File: config.mk
export PLATFORM = sky130hd
export DESIGN_NAME = bbc_ctrl
export DESIGN_NICKNAME = d
export VERILOG_FILES = /design/src/design/bbc_pkg.sv /design/src/design/bbc_ctrl.sv
export SDC_FILE = /design/constraint.sdc
export NUM_CORES = 1
export LEC_CHECK = 0
export BUFFER_PORTS_ARGS = -buffer_cell sky130_fd_sc_hd__buf_2
export CAP_MARGIN = 25
export CELL_PAD_IN_SITES_DETAIL_PLACEMENT = 1
export CELL_PAD_IN_SITES_GLOBAL_PLACEMENT = 1
export CORE_ASPECT_RATIO = 0.9
export CORE_MARGIN = 2
export CORE_UTILIZATION = 38
export DETAILED_ROUTE_END_ITERATION = 8
export GPL_ROUTABILITY_DRIVEN = 0
export PLACE_DENSITY_LB_ADDON = 0.05
export SYNTH_ARGS = -nofsm -noshare
export SYNTH_HDL_FRONTEND = slang
export SYNTH_SLANG_ARGS = --single-unit
File: constraint.sdc
create_clock -name clk -period 6.4 [get_ports clk]
set_input_delay 0.32 -clock clk [delete_from_list [all_inputs] [get_ports clk]]
set_output_delay 0.32 -clock clk [all_outputs]
set_load 0.05 [all_outputs]
File: src/design/bbc_pkg.sv
// Package for the bracket balance checker.
// Stack sizing, bracket character codes, kind and error codes, the inter-module
// structs and the bracket decode functions. No dependencies.
package bbc_pkg;

	// Stack sizing
	localparam int STACK_DEPTH = 64;
	localparam int AW = (STACK_DEPTH > 1) ? $clog2(STACK_DEPTH) : 1;
	localparam int DW = (STACK_DEPTH > 1) ? $clog2(STACK_DEPTH + 1) : 1;

	// Bracket characters (ASCII)
	localparam logic [7:0] CH_LPAREN = 8'h28;
	localparam logic [7:0] CH_RPAREN = 8'h29;
	localparam logic [7:0] CH_LBRACK = 8'h5B;
	localparam logic [7:0] CH_RBRACK = 8'h5D;
	localparam logic [7:0] CH_LBRACE = 8'h7B;
	localparam logic [7:0] CH_RBRACE = 8'h7D;

	typedef enum logic [1:0] {
		KIND_PAREN = 2'd0,
		KIND_BRACK = 2'd1,
		KIND_BRACE = 2'd2,
		KIND_NONE  = 2'd3
	} kind_t;

	typedef enum logic [2:0] {
		ERR_NONE       = 3'd0,
		ERR_UNMATCHED  = 3'd1,
		ERR_WRONG_PAIR = 3'd2,
		ERR_UNCLOSED   = 3'd3,
		ERR_OVERFLOW   = 3'd4
	} err_t;

	// Control -> stack: what to do with the stack this cycle
	typedef struct packed {
		logic          push;
		logic          pop;
		kind_t         kind;
		logic [DW-1:0] depth;
		logic [DW-1:0] next_depth;
	} stack_op_t;

	// Control -> output register: verdict of a string
	typedef struct packed {
		logic load;
		logic balanced;
		err_t error_kind;
	} result_t;

	function automatic kind_t open_kind(input logic [7:0] c);
		kind_t k;
		case (c)
			CH_LPAREN: k = KIND_PAREN;
			CH_LBRACK: k = KIND_BRACK;
			CH_LBRACE: k = KIND_BRACE;
			default:   k = KIND_NONE;
		endcase
		return k;
	endfunction

	function automatic kind_t close_kind(input logic [7:0] c);
		kind_t k;
		case (c)
			CH_RPAREN: k = KIND_PAREN;
			CH_RBRACK: k = KIND_BRACK;
			CH_RBRACE: k = KIND_BRACE;
			default:   k = KIND_NONE;
		endcase
		return k;
	endfunction

endpackage

File: src/design/bbc_ctrl.sv
// Bracket decode, stack depth and sticky error, and the verdict of a string.
// Depends on bbc_pkg; drives the stack operation and the result load.
module bbc_ctrl (
	input  logic               clk,
	input  logic               arst_n,
	input  logic               fire,
	input  logic [7:0]         ch,
	input  logic               last,
	input  bbc_pkg::kind_t     top,
	output bbc_pkg::stack_op_t op,
	output bbc_pkg::result_t   res
);

	logic [bbc_pkg::DW-1:0] depth_q;
	logic [bbc_pkg::DW-1:0] depth_d;
	bbc_pkg::err_t          sticky_q;
	bbc_pkg::err_t          err_d;
	bbc_pkg::err_t          verdict;
	bbc_pkg::kind_t         ok;
	bbc_pkg::kind_t         ck;
	logic                   push;
	logic                   pop;

	assign ok = bbc_pkg::open_kind(ch);
	assign ck = bbc_pkg::close_kind(ch);

	// Step of one character: push, pop or first error
	always_comb begin
		push  = 1'b0;
		pop   = 1'b0;
		err_d = sticky_q;
		if (fire && sticky_q == bbc_pkg::ERR_NONE) begin
			if (ok != bbc_pkg::KIND_NONE) begin
				if (depth_q == bbc_pkg::DW'(bbc_pkg::STACK_DEPTH)) begin
					err_d = bbc_pkg::ERR_OVERFLOW;
				end else begin
					push = 1'b1;
				end
			end else if (ck != bbc_pkg::KIND_NONE) begin
				if (depth_q == '0) begin
					err_d = bbc_pkg::ERR_UNMATCHED;
				end else if (top == ck) begin
					pop = 1'b1;
				end else begin
					err_d = bbc_pkg::ERR_WRONG_PAIR;
				end
			end
		end
		depth_d = push ? depth_q + bbc_pkg::DW'(1) :
		          pop  ? depth_q - bbc_pkg::DW'(1) : depth_q;
	end

	// Verdict after this character
	always_comb begin
		verdict = err_d;
		if (err_d == bbc_pkg::ERR_NONE && depth_d != '0) begin
			verdict = bbc_pkg::ERR_UNCLOSED;
		end
	end

	// Depth and sticky error; the last character clears both
	always_ff @(posedge clk or negedge arst_n) begin
		if (!arst_n) begin
			depth_q  <= '0;
			sticky_q <= bbc_pkg::ERR_NONE;
		end else if (fire && last) begin
			depth_q  <= '0;
			sticky_q <= bbc_pkg::ERR_NONE;
		end else begin
			depth_q  <= depth_d;
			sticky_q <= err_d;
		end
	end

	assign op.push       = push;
	assign op.pop        = pop;
	assign op.kind       = ok;
	assign op.depth      = depth_q;
	assign op.next_depth = (fire && last) ? '0 : depth_d;

	assign res.load       = fire && last;
	assign res.balanced   = (verdict == bbc_pkg::ERR_NONE);
	assign res.error_kind = verdict;

	a_depth_bound: assert property (@(posedge clk) disable iff (!arst_n)
		depth_q <= bbc_pkg::DW'(bbc_pkg::STACK_DEPTH))
		else $error("stack depth beyond limit");

	a_end_clears: assert property (@(posedge clk) disable iff (!arst_n)
		(fire && last) |=> (depth_q == '0 && sticky_q == bbc_pkg::ERR_NONE))
		else $error("string end did not clear state");

	a_error_freezes: assert property (@(posedge clk) disable iff (!arst_n)
		(sticky_q != bbc_pkg::ERR_NONE && !(fire && last)) |=> $stable(depth_q))
		else $error("stack moved after an error");

endmodule

==> impl_metrics.tcl <==
set metrics [dict create \
    cts_buffers 3 \
    reg2reg_from "sticky_q[0]$_DFF_PN0_" \
    die_y_um 53.8 \
    r2r.worst_path.cells 6 \
    place_inst 184 \
    final_common_cell "buf_2" \
    synth_flop_cell "dfrtp_1" \
    path_cells "or4b_4 -> a2111oi_4 -> o211ai_1 -> o311a_1 -> nor3_1 -> and4b_1 -> and4_1 -> buf_2" \
    avgSynthCellArea_um2 8.44 \
    status "finished, final reports clean" \
    pin_count 37 \
    netlist_instances 124 \
    stdcell_count 188 \
    pre_cts_slack_ps 2720 \
    synth-seq-cells 10 \
    slew_headroom_pct 44.0 \
    synth_edf_count 0 \
    yosys.cell_types.count 49 \
    cts_buffer_depth 2 \
    tightestPinTransition_ps 833 \
    chipWidth_um 59.3 \
    area.growth.synth_to_final_pct 20.9 \
    drtPass1Iterations 4 \
    whs_endpoint "sticky_q[2]$_DFF_PN0_" \
    fmax_mhz 268 \
    grtUsageTotal_pct 23.2 \
    vdd_drop_max_uv 83.5 \
    path_class "reg -> out" \
    cts.sinks 10 \
    port_buffers 36 \
    endpoint_kind "output port" \
    synth_top_area_share_pct 23.9 \
    diodes 0 \
    setup_ws_ps 2670 \
    cp_slowest_cell "or4b_4" \
    synth_compound_area_share_pct 30.3 \
    antenna_found_initial 0 \
    setup_violations 0 \
    synth_top_area_cell "dfrtp_1" \
    num_vias 1130 \
    finClkSkew_ps 1.90 \
    final_layout_size_suffix_gt1_share_pct 29.7 \
    finalNetCount 177 \
    drcViolationCount 0 \
    reg2reg_slack_ps 3730 \
    path_max_fanout 7 \
    synthMuxAreaShare_pct 2.87 \
    grt_pass1_vias 1128 \
    ys_seq_area_share_pct 23.9 \
    root_buffer "clkbuf_4" \
    core_mm2 0.00268 \
    max_stage_delay_ps 620 \
    grt_setup_unrepaired "no" \
    yosys.area_share.simple_pct 33.7 \
    dp_hpwl_mm 2.63 \
    worst_hold_path.num_cells 2 \
    synthAdderAreaFrac_pct 3.59 \
    power_mw 0.135 \
    wl_per_cell_um 17.0 \
    rows 18 \
    synthArstFlopShare_pct 100 \
    ant_nets 0 \
    clk_latency_ps 270 \
    hold_slack_ps 243 \
    startpoint_type "flip-flop" \
    yosysWarningCount 0 \
    grt-ovfl-total 0 \
    start_util_pct 39.0 \
    hp-start "last" \
    yosys-top-cells-area "dfrtp_1 (24%), a2111oi_4 (5.3%), nor2_1 (4.7%)" \
    reg2reg_to "depth_q[3]$_DFF_PN0_" \
    hold_violations 0 \
    arrival_ps 3410 \
    synth_top_family_by_area "simple AND/OR/NAND/NOR gates" \
    dr.first_iter.drc_count 54 \
    leakagePower_nw 0.590 \
    setup_tns_ps 0 \
    path_clk_slew_ps 70 \
    drt_wl_total_mm 3.20 \
    hold_path_class "in -> reg" \
    grt_first_pass_wirelength_mm 5.42 \
    maxCapViolCount 0 \
    period_share_pct 58.3 \
    grt_start_max_net_pins 12 \
    viasPerCell 6.01 \
    power_density_mw_per_mm2 107 \
    tritoncts "built" \
    synth_nets 141 \
    final_cell_mix "buf_2 (36), nor2_1 (13), dfrtp_1 (10)" \
    htreeDepth 1 \
    die_area_mm2 0.00319 \
    worstPathRequired_ps 6080 \
    min_period_ps 3730 \
    synth_xor_area_share_pct 0.837 \
    cts_setup_buffers 0 \
    syn_area_mm2 0.00105 \
    final_max_slew_viol_count 0 \
]
## per-stage QoR
| stage | util [%] | instance area [um^2] |
|---|---|---|
| floorplan | - | 1050 |
| global placement | 46.0 | 1230 |
| detailed placement | 46.0 | 1230 |
| CTS | 47.2 | 1260 |
| global route | 47.2 | 1260 |
| finish | 47.2 | 1260 |
## synth_stat cells, types with 4 or more instances
master    number
a211oi_1       4
nor2b_1        4
dfrtp_1       10
a21oi_1        6
nand2_1        7
o21ai_0        4
o211ai_1       4
nor2_1        13
inv_1          5
nor3_1         6
## how the worst max path moves through the flow
stage	start	end	slack [ps]	cells past startpoint
after global placement	ch[2]	res[3]	2820	9
after global routing	sticky_q[0]$_DFF_PN0_	res[3]	2460	8
final	sticky_q[0]$_DFF_PN0_	res[3]	2670	8
after CTS	sticky_q[0]$_DFF_PN0_	res[3]	2620	8
after detailed placement	ch[2]	res[3]	2720	9
after floorplan	sticky_q[0]$_DFF_PN0_	res[1]	2870	7
## layout make-up
class	instances	area, um^2
tap	30	37.5
inverter	5	18.8
multi-input combinational	103	746
sequential	10	250
fill	332	1420
timing repair buffer	37	190
clock buffer	3	22.5
## power breakdown
part,leakage (nW),internal [mW],total (mW),switching [mW]
Clock,0.0138,0.0218,0.0441,0.0223
Sequential,0.140,0.0634,0.0637,0.000286
Combinational,0.437,0.00913,0.0276,0.0185
## worst max-delay path, delay by kind of cell (launching register included)
family	cells	cell delay (ps)
simple gates	4	1350
compound gates	3	1130
flops	1	410
buf+inv	1	260
## cell families after synthesis
logic type	Yosys count
mux	3
compound gates	37
buf+inv	11
xor+xnor	1
flops	10
simple gates	59
fa+ha+maj	3
## per-layer routing
| layer | vias to the layer above | GRT usage (%) | part of all wire, % |
|---|---|---|---|
| li1 | 551 | - | - |
| met1 | 548 | 29.9 | 46 |
| met2 | 27 | 39.9 | 49 |
| met3 | 4 | 2.40 | 3.6 |
| met4 | 0 | 9.09 | 1.6 |
| met5 | - | 0 | 0 |
## state kept, by name, indices dropped and copies added, names as in the netlist
name and cells:
depth_q 7, sticky_q 3
## repair_timing
item / 4_1_cts / 5_1_grt
hold endpoints to repair: 10 / 0
hold buffers: 1 / 0
resized for setup: 0 / 0
Note: power is estimated with default switching activity, not from simulation.
